**config.mk**
```make
export PLATFORM = sky130hd
export DESIGN_NAME = huffman_code_builder
export DESIGN_NICKNAME = d
export VERILOG_FILES = /design/src/hw/rtl/huff_pkg.sv /design/src/hw/rtl/huff_front.sv /design/src/hw/rtl/huff_back.sv /design/src/hw/rtl/huffman_code_builder.sv
export SDC_FILE = /design/constraint.sdc
export NUM_CORES = 2
export LEC_CHECK = 0
export ABC_AREA = 1
export BUFFER_PORTS_ARGS = -buffer_cell sky130_fd_sc_hd__buf_4
export CORE_MARGIN = 3
export CORE_UTILIZATION = 50
export CTS_BUF_LIST = sky130_fd_sc_hd__clkbuf_2
export DETAILED_ROUTE_END_ITERATION = 6
export GPL_TIMING_DRIVEN = 0
export PLACE_DENSITY = 0.65
export SLEW_MARGIN = 20
export SYNTH_ARGS = -nofsm -noshare
export SYNTH_HDL_FRONTEND = slang
export SYNTH_SLANG_ARGS = --single-unit
```
**constraint.sdc**
```tcl
create_clock -name clk -period 9.5 [get_ports clk]
set_input_delay 0.95 -clock clk [delete_from_list [all_inputs] [get_ports clk]]
set_output_delay 0.95 -clock clk [all_outputs]
set_load 0.03 [all_outputs]
```
**src/hw/rtl/huff_pkg.sv**
```systemverilog
// Package for the Huffman code builder: item structs, defaults and field widths.
// No dependencies; every other file imports it.
`default_nettype none
package huff_pkg;
  localparam int DEF_MAX_LEAVES  = 32;
  localparam int DEF_WEIGHT_BITS = 24;
  localparam int IN_WEIGHT_W     = 24;
  localparam int CODE_W          = 31;
  localparam int LEN_W           = 5;
  localparam int QUEUE_DEPTH     = 2;

  typedef struct packed {
    logic [7:0]             symbol;
    logic [IN_WEIGHT_W-1:0] weight;
    logic                   last;
  } in_item_t;

  typedef struct packed {
    logic [7:0]        symbol_res;
    logic [CODE_W-1:0] code;
    logic [LEN_W-1:0]  code_length;
    logic              last_res;
  } out_item_t;

  // front -> back queue handshake
  typedef struct packed {
    logic valid;
    logic last;
  } q_stat_t;
endpackage
`default_nettype wire

```
**src/hw/rtl/huff_front.sv**
```systemverilog
// Front end: takes leaf items on the start/busy handshake into a two-entry queue.
// Depends on huff_pkg.
`default_nettype none
module huff_front (
  input  wire                 clk,
  input  wire                 rst_n,
  input  wire                 start,
  output logic                busy,
  input  huff_pkg::in_item_t  in_item,
  input  wire                 pop,
  output huff_pkg::q_stat_t   q_stat,
  output huff_pkg::in_item_t  q_item
);
  import huff_pkg::*;

  localparam int PTR_W = $clog2(QUEUE_DEPTH);

  in_item_t           q_mem_r [QUEUE_DEPTH];
  logic [PTR_W-1:0]   wr_ptr_r, rd_ptr_r;
  logic [PTR_W:0]     cnt_r, cnt_nxt;
  logic               push;

  assign busy   = (cnt_r == (PTR_W+1)'(QUEUE_DEPTH));
  assign push   = start && !busy;
  assign q_item = q_mem_r[rd_ptr_r];
  assign q_stat = '{valid: (cnt_r != '0), last: q_mem_r[rd_ptr_r].last};

  always_comb begin
    cnt_nxt = cnt_r;
    if (push && !pop) cnt_nxt = cnt_r + 1'b1;
    else if (!push && pop) cnt_nxt = cnt_r - 1'b1;
  end

  always_ff @(posedge clk) begin
    if (push) q_mem_r[wr_ptr_r] <= in_item;
    if (!rst_n) begin
      wr_ptr_r <= '0;
      rd_ptr_r <= '0;
      cnt_r    <= '0;
    end else begin
      cnt_r <= cnt_nxt;
      if (push) wr_ptr_r <= wr_ptr_r + 1'b1;
      if (pop)  rd_ptr_r <= rd_ptr_r + 1'b1;
    end
  end
endmodule
`default_nettype wire

```
**src/hw/rtl/huff_back.sv**
```systemverilog
// Back end: stores leaves, builds the tree by scanned merges, walks each leaf's code.
// Depends on huff_pkg.
`default_nettype none
module huff_back #(
  parameter int MAX_LEAVES  = huff_pkg::DEF_MAX_LEAVES,
  parameter int WEIGHT_BITS = huff_pkg::DEF_WEIGHT_BITS
) (
  input  wire                 clk,
  input  wire                 rst_n,
  input  huff_pkg::q_stat_t   q_stat,
  input  huff_pkg::in_item_t  q_item,
  output logic                pop,
  output logic                out_valid,
  output huff_pkg::out_item_t out_item
);
  import huff_pkg::*;

  localparam int NODE_COUNT = 2 * MAX_LEAVES - 1;
  localparam int IDX_W      = $clog2(NODE_COUNT);
  localparam int LEAF_W     = $clog2(MAX_LEAVES);
  localparam int CNT_W      = $clog2(MAX_LEAVES + 1);
  localparam int SUM_W      = WEIGHT_BITS + $clog2(MAX_LEAVES);
  localparam int TAKE_W     = (WEIGHT_BITS < IN_WEIGHT_W) ? WEIGHT_BITS : IN_WEIGHT_W;

  typedef enum logic [8:0] {
    S_IDLE   = 9'b000000001,
    S_SCAN   = 9'b000000010,
    S_MERGE  = 9'b000000100,
    S_LINK   = 9'b000001000,
    S_WSTART = 9'b000010000,
    S_WCHK   = 9'b000100000,
    S_WPAR   = 9'b001000000,
    S_WLEFT  = 9'b010000000,
    S_WNEXT  = 9'b100000000
  } state_t;

  state_t state_r, state_nxt;

  logic [SUM_W-1:0] wt_mem  [NODE_COUNT];
  logic [IDX_W-1:0] par_mem [NODE_COUNT];
  logic [IDX_W-1:0] left_mem[NODE_COUNT];
  logic [7:0]       sym_mem [MAX_LEAVES];
  logic [NODE_COUNT-1:0] hp_r;

  logic [SUM_W-1:0] wt_rd_r, wa_r, wb_r;
  logic [IDX_W-1:0] par_rd_r, left_rd_r;
  logic [7:0]       sym_rd_r;
  logic [CNT_W-1:0] cnt_r, n_r;
  logic [IDX_W-1:0] m_r, end_r, j_r, pj_r, a_r, b_r, c_r, p_r;
  logic             pv_r, have_a_r, have_b_r;
  logic [LEAF_W-1:0] i_r;
  logic [CODE_W-1:0] code_r;
  logic [LEN_W-1:0]  len_r;

  logic             load, store, wt_we, par_we, left_we;
  logic [IDX_W-1:0] wt_wa, par_wa, par_wd;
  logic [SUM_W-1:0] wt_wd, leaf_w;
  logic [CNT_W-1:0] n_new;
  logic             last_leaf;

  always_comb begin
    leaf_w = '0;
    leaf_w[TAKE_W-1:0] = q_item.weight[TAKE_W-1:0];
  end

  assign load  = (state_r == S_IDLE) && q_stat.valid;
  assign pop   = load;
  assign store = load && (cnt_r < CNT_W'(MAX_LEAVES));
  assign n_new = cnt_r + CNT_W'(store);
  assign last_leaf = ((CNT_W'(i_r) + 1'b1) == n_r);

  // memory write ports
  always_comb begin
    wt_we   = store || (state_r == S_MERGE);
    wt_wa   = store ? IDX_W'(cnt_r) : m_r;
    wt_wd   = store ? leaf_w : (wa_r + wb_r);
    par_we  = (state_r == S_MERGE) || (state_r == S_LINK);
    par_wa  = (state_r == S_MERGE) ? a_r : b_r;
    par_wd  = m_r;
    left_we = (state_r == S_MERGE);
  end

  always_ff @(posedge clk) begin
    if (wt_we) wt_mem[wt_wa] <= wt_wd;
    wt_rd_r <= wt_mem[j_r];
  end

  always_ff @(posedge clk) begin
    if (par_we) par_mem[par_wa] <= par_wd;
    par_rd_r <= par_mem[c_r];
  end

  always_ff @(posedge clk) begin
    if (left_we) left_mem[m_r] <= a_r;
    left_rd_r <= left_mem[par_rd_r];
  end

  always_ff @(posedge clk) begin
    if (store) sym_mem[cnt_r[LEAF_W-1:0]] <= q_item.symbol;
    sym_rd_r <= sym_mem[i_r];
  end

  always_comb begin
    state_nxt = state_r;
    case (state_r)
      S_IDLE:   if (load && q_stat.last) state_nxt = (n_new == CNT_W'(1)) ? S_WSTART : S_SCAN;
      S_SCAN:   if (j_r == m_r && !pv_r) state_nxt = S_MERGE;
      S_MERGE:  state_nxt = S_LINK;
      S_LINK:   state_nxt = ((m_r + 1'b1) == end_r) ? S_WSTART : S_SCAN;
      S_WSTART: state_nxt = S_WCHK;
      S_WCHK:   state_nxt = (hp_r[c_r] && len_r != LEN_W'(CODE_W)) ? S_WPAR : S_WNEXT;
      S_WPAR:   state_nxt = S_WLEFT;
      S_WLEFT:  state_nxt = S_WCHK;
      S_WNEXT:  state_nxt = last_leaf ? S_IDLE : S_WSTART;
      default:  state_nxt = S_IDLE;
    endcase
  end

  always_ff @(posedge clk) begin
    case (state_r)
      S_IDLE: begin
        if (load && q_stat.last) begin
          n_r      <= n_new;
          m_r      <= IDX_W'(n_new);
          end_r    <= IDX_W'({n_new, 1'b0} - 1'b1);
          hp_r     <= '0;
          j_r      <= '0;
          have_a_r <= 1'b0;
          have_b_r <= 1'b0;
          i_r      <= '0;
        end
      end
      S_SCAN: begin
        if (j_r != m_r) begin
          pj_r <= j_r;
          j_r  <= j_r + 1'b1;
        end
        // compare the entry read last cycle; lower index wins ties
        if (pv_r && !hp_r[pj_r]) begin
          if (!have_a_r || wt_rd_r < wa_r) begin
            b_r <= a_r; wb_r <= wa_r; have_b_r <= have_a_r;
            a_r <= pj_r; wa_r <= wt_rd_r; have_a_r <= 1'b1;
          end else if (!have_b_r || wt_rd_r < wb_r) begin
            b_r <= pj_r; wb_r <= wt_rd_r; have_b_r <= 1'b1;
          end
        end
      end
      S_MERGE: begin
        hp_r[a_r] <= 1'b1;
        hp_r[b_r] <= 1'b1;
      end
      S_LINK: begin
        m_r      <= m_r + 1'b1;
        j_r      <= '0;
        have_a_r <= 1'b0;
        have_b_r <= 1'b0;
      end
      S_WSTART: begin
        c_r    <= IDX_W'(i_r);
        code_r <= '0;
        len_r  <= '0;
      end
      S_WCHK: begin
        if (!(hp_r[c_r] && len_r != LEN_W'(CODE_W))) begin
          out_item.symbol_res  <= sym_rd_r;
          out_item.code        <= code_r;
          out_item.code_length <= len_r;
          out_item.last_res    <= last_leaf;
        end
      end
      S_WPAR: p_r <= par_rd_r;
      S_WLEFT: begin
        if (left_rd_r != c_r) code_r <= code_r | (CODE_W'(1) << len_r);
        len_r <= len_r + 1'b1;
        c_r   <= p_r;
      end
      S_WNEXT: i_r <= i_r + 1'b1;
      default: ;
    endcase
    if (!rst_n) begin
      state_r   <= S_IDLE;
      cnt_r     <= '0;
      pv_r      <= 1'b0;
      out_valid <= 1'b0;
    end else begin
      state_r   <= state_nxt;
      pv_r      <= (state_r == S_SCAN) && (j_r != m_r);
      out_valid <= (state_r == S_WCHK) && !(hp_r[c_r] && len_r != LEN_W'(CODE_W));
      if (load) cnt_r <= q_stat.last ? '0 : n_new;
    end
  end
endmodule
`default_nettype wire

```
**src/hw/rtl/huffman_code_builder.sv**
```systemverilog
// Top level of the Huffman code builder: front queue plus build/walk back end.
// Depends on huff_pkg, huff_front, huff_back.
// Leaves are taken one per cycle while busy is low. The item with last set starts
// the build: n-1 merges, each a scan of the m live-or-dead nodes through the weight
// memory's single read port, then a code walk that climbs from each leaf to the root,
// one code bit per step. One result strobes per leaf for a single cycle, in
// load order, and must be taken then. Two more leaves queue up during a build.
`default_nettype none
module huffman_code_builder #(
  parameter int MAX_LEAVES  = huff_pkg::DEF_MAX_LEAVES,
  parameter int WEIGHT_BITS = huff_pkg::DEF_WEIGHT_BITS
) (
  input  wire                 clk,
  input  wire                 rst_n,
  input  wire                 start,
  output logic                busy,
  input  huff_pkg::in_item_t  in_item,
  output logic                out_valid,
  output huff_pkg::out_item_t out_item
);
  import huff_pkg::*;

  q_stat_t  q_stat;
  in_item_t q_item;
  logic     pop;

  huff_front u_front (
    .clk(clk), .rst_n(rst_n), .start(start), .busy(busy), .in_item(in_item),
    .pop(pop), .q_stat(q_stat), .q_item(q_item)
  );

  huff_back #(.MAX_LEAVES(MAX_LEAVES), .WEIGHT_BITS(WEIGHT_BITS)) u_back (
    .clk(clk), .rst_n(rst_n), .q_stat(q_stat), .q_item(q_item), .pop(pop),
    .out_valid(out_valid), .out_item(out_item)
  );
endmodule
`default_nettype wire

```
==> impl_metrics.py <==
metrics = {
    "finish": {
        "design_area_mm2": 0.152,
        "layout-area-overhead-vs-synth_pct": 15.0,
        "final_layout_size_suffix_gt1_frac": 0.149,
        "final_net_count": 12100,
        "fin_cells": 16100,
    },
    "detailed_routing": {
        "detailroute.via_count": 103000,
        "routed_wire_length_per_instance_um": 33.3,
        "route.detailed.vias_per_inst": 6.43,
        "number_of_iterations_in_the_first_detailed_routing_pass": 7,
        "postRouteWirelength_mm": 535,
        "drt_iter0_markers": 17900,
        "residual_antenna_violating_net_count_after_detailed_routing": 0,
        "post-route-drc-count": 14,
    },
    "clock_tree": {
        "tritoncts": "done",
        "cts_root_buffer": "sky130_fd_sc_hd__clkbuf_2",
        "post_cts_resized": 0,
        "cts_inserted_buffers": 795,
        "clock_tree.buffer_depth": 4,
        "post_cts_hold_buffer_count": 103,
        "cts-htree-levels": 6,
        "cts.sink_count": 3238,
        "source_to_sink_clock_delay_at_the_later_pin_of_the_worst_skew_pair_ns": 2.37,
        "post-cts-setup-buffer-count": 0,
        "clkSlewWorstSetupHoldPaths_ns": 0.11,
    },
    "timing": {
        "timing_max_transition_violations_final": 0,
        "timing.final.crit_period_ns": 5.46,
        "fin_skew_ns": 0.270,
        "timing.final.crit_share": 0.575,
        "final_setup_violating_endpoints": 0,
        "postLayoutSetupSlackWorst_ns": 4.04,
        "setup_repair_after_global_routing_missed_its_margin": "no",
        "clock.fmax_mhz": 183,
        "timing.final.hold_violations": 0,
        "worstMarginPinSlew_ns": 1.35,
        "maxSlewHeadroom": 0.0990,
    },
    "critical_path": {
        "crit_start": "u_back.j_r[2]",
        "startpoint_type": "register",
        "worst-endpoint-required_ns": 11.50,
        "r2r-end": "u_back.wt_rd_r[5]",
        "setup.worst_path.end_class": "register",
        "worst-r2r-setup-slack_ns": 4.04,
        "cp_max_fo": 10,
        "worst_r2r_startpoint": "u_back.j_r[2]",
        "reg2regPathDepth": 9,
        "worst-endpoint-arrival_ns": 7.46,
        "timing_worst_setup_path_type": "register to register",
    },
    "logic_synthesis": {
        "yosys-mux-area-fraction": 0.00152,
        "synth.top_cells.by_area": "sky130_fd_sc_hd__edfxtp_1, sky130_fd_sc_hd__o21ai_0, sky130_fd_sc_hd__nor2_1, sky130_fd_sc_hd__nand2_1, sky130_fd_sc_hd__o22ai_1",
        "seq_area_frac_synth": 0.732,
        "synth_top_family_by_area": "compound AO/OA/AOI/OAI gates",
        "number_of_synthesis_warnings": 0,
        "synth_top_area_cell": "sky130_fd_sc_hd__edfxtp_1",
        "synthesis.area_per_instance_um2": 12.3,
        "yosys.area_share.xor_xnor": 0.00279,
        "synthFlopType": "sky130_fd_sc_hd__edfxtp_1",
        "number_of_flops_mapped_to_enable_cells_by_yosys": 3167,
        "synthAdderAreaFrac": 0.00955,
        "netlist_area_mm2": 0.132,
        "register_bit_count_reported_by_yosys": 3238,
        "post-synth-top-area-fraction": 0.721,
        "synthArstFlopShare": 0,
        "synth_compound_gate_area_share": 0.117,
        "ys_types": 52,
        "post_synth_and_or_nand_nor_area_fraction": 0.108,
        "syn-instance-count": 10700,
        "synthesis.nets": 10900,
    },
    "grt": {
        "grt.total_usage": 0.386,
        "global_route_wire_length_before_repair_mm": 733,
        "grt_start_max_net_pins": 64,
        "initial_antenna_violation_count": 44,
        "grt.overflow.total": 0,
        "vias_in_the_first_global_route": 97300,
    },
    "place": {
        "dpl_cells": 14500,
        "place.port_buffers": 82,
        "place_area_mm2": 0.143,
        "gpl.final_weighted_congestion": 1.05,
        "dp.final_hpwl_mm": 374,
        "preCtsSetupSlack_ns": 4.54,
    },
    "floorplan": {
        "dieArea_mm2": 0.270,
        "coreArea_mm2": 0.261,
        "initial_core_util": 0.505,
        "die_height_um": 519,
        "pin_count": 83,
        "row_count": 187,
        "die_boundary_width_um": 519,
    },
    "power_and_ir_drop": {
        "max-vdd-ir-drop_uv": 166,
        "power_leakage_nw": 52.1,
        "power-per-cell-area_mw_per_mm2": 281,
    },
    "status": {
        "violations": "DRC",
        "run_status": "finished with violations",
    },
    "hold_path": {
        "hold_end": "u_front.q_mem_r[1][3]",
        "hp-start": "in_item[3]",
        "min_delay_path_depth": 3,
        "hold_path.class": "input port to register",
    },
    "flow_run": {
        "cap_viol_max_count": 0,
    },
}
[critical path, cell delays in order, from the launching register on]
cell,delay [ns]
sky130_fd_sc_hd__edfxtp_1,0.36
sky130_fd_sc_hd__buf_2,0.34
sky130_fd_sc_hd__nand2_1,0.74
sky130_fd_sc_hd__inv_1,0.42
sky130_fd_sc_hd__clkbuf_1,1.00
sky130_fd_sc_hd__clkbuf_1,0.88
sky130_fd_sc_hd__nand2_1,0.42
sky130_fd_sc_hd__nand3_1,0.20
sky130_fd_sc_hd__a21oi_1,0.08
sky130_fd_sc_hd__nor2_1,0.81
[cells in the final DEF (no fill, tap or decap), drive strengths merged, types with 5 or more instances in the layout]
master       count
a211oi           7
dfxtp           71
mux2i           20
bufinv           8
buf            450
a21oi          337
inv            345
dlygate4sd3    103
o31ai           11
nor4             6
clkinvlp        10
clkbuf        1728
nand2         1147
a22o             6
xor2            32
clkinv         152
o21bai          18
nor3            75
nand4           39
edfxtp        3167
a221o            7
o22ai          509
diode           47
nor2          1832
or2              8
xnor2           10
o221ai          78
o211ai         147
o21ai         1614
nand3b           5
nand3          445
a31oi           13
ha              99
[report_power, final]
group	switching, W	leakage, nW	internal (W)
clock network	0.00583	5.44	0.00358
logic	0.0116	17.6	0.00333
registers	0.000382	29.1	0.0179
total	0.0178	52.1	0.0248
[synth_stat cells, types with 73 or more instances]
master and instances:
sky130_fd_sc_hd__o21ai_0 1606, sky130_fd_sc_hd__edfxtp_1 3167, sky130_fd_sc_hd__nand3_1 445, sky130_fd_sc_hd__buf_2 76
sky130_fd_sc_hd__clkbuf_1 536, sky130_fd_sc_hd__nand2_1 1143, sky130_fd_sc_hd__o22ai_1 509, sky130_fd_sc_hd__inv_1 317
sky130_fd_sc_hd__nor2_1 1827, sky130_fd_sc_hd__o211ai_1 147, sky130_fd_sc_hd__a21oi_1 336, sky130_fd_sc_hd__ha_1 99
sky130_fd_sc_hd__nor3_1 73, sky130_fd_sc_hd__o221ai_1 78
[worst max path at each step]
stage	slack, ns	depth (start not counted)	to
after detailed placement	4.54	10	u_back.wt_rd_r[16]
after global placement	-1.77	4	u_back.wt_mem[35][23]
after CTS	4.39	10	u_back.wt_rd_r[16]
after floorplan	4.75	10	u_back.wt_mem[0][0]
final	4.04	9	u_back.wt_rd_r[5]
after global routing	4.45	13	u_back.wt_rd_r[17]
[routing by layer]
layer,wire (um),global-route usage
met5,224,0.000702
met4,42500,0.253
met3,77900,0.132
met2,230000,0.566
met1,184000,0.489
[state kept, by name, summed over array words and instances, names as in the netlist, 6 cells and up, named ones only]
signal	flops
u_back.sym_mem	256
u_back.out_item	45
u_back.a_r	6
u_back.left_mem	378
u_back.sym_rd_r	8
u_back.par_rd_r	6
u_back.b_r	6
u_back.left_rd_r	6
u_back.j_r	6
u_back.cnt_r	6
u_back.par_mem	378
u_back.pj_r	6
u_back.code_r	31
u_back.m_r	6
u_back.p_r	6
u_back.n_r	6
u_back.wt_mem	1827
u_back.c_r	6
u_back.wa_r	29
u_front.q_mem_r	66
u_back.state_r	9
u_back.hp_r	63
u_back.wb_r	29
u_back.wt_rd_r	29
[final cells by class]
cell class / instances / area, um^2
fillers: 21700 / 109000
flip-flops and latches: 3238 / 96500
multi-input cells: 6485 / 32400
repair buffers: 430 / 7200
clock buffers: 1190 / 5960
well taps: 3496 / 4370
plain buffers: 661 / 2640
inverters: 336 / 1260
clock inverters: 179 / 1100
diodes: 47 / 118
[cell families after synthesis]
group | Yosys count
buffers and inverters | 997
adders and majority gates | 100
AOI/OAI and AO/OA | 2763
DFF | 3238
muxes | 20
and+or+nand+nor | 3560
xor gates and xnor gates | 42
[stage by stage]
stage / hold WS (ns) / setup TNS, ns / util / power [W]
3_5_place_dp: 0.389 / 0 / 0.549 / 0.0325
3_3_place_gp: 0.393 / -785.08 / 0.524 / 0.0314
5_1_grt: 0.143 / 0 / 0.581 / 0.0434
2_1_floorplan: 0.386 / 0 / - / 0.0245
4_1_cts: 0.0433 / 0 / 0.580 / 0.0416
6_report: 0.295 / 0 / 0.581 / 0.0426
No activity file was read; power rests on OpenSTA's default activity.
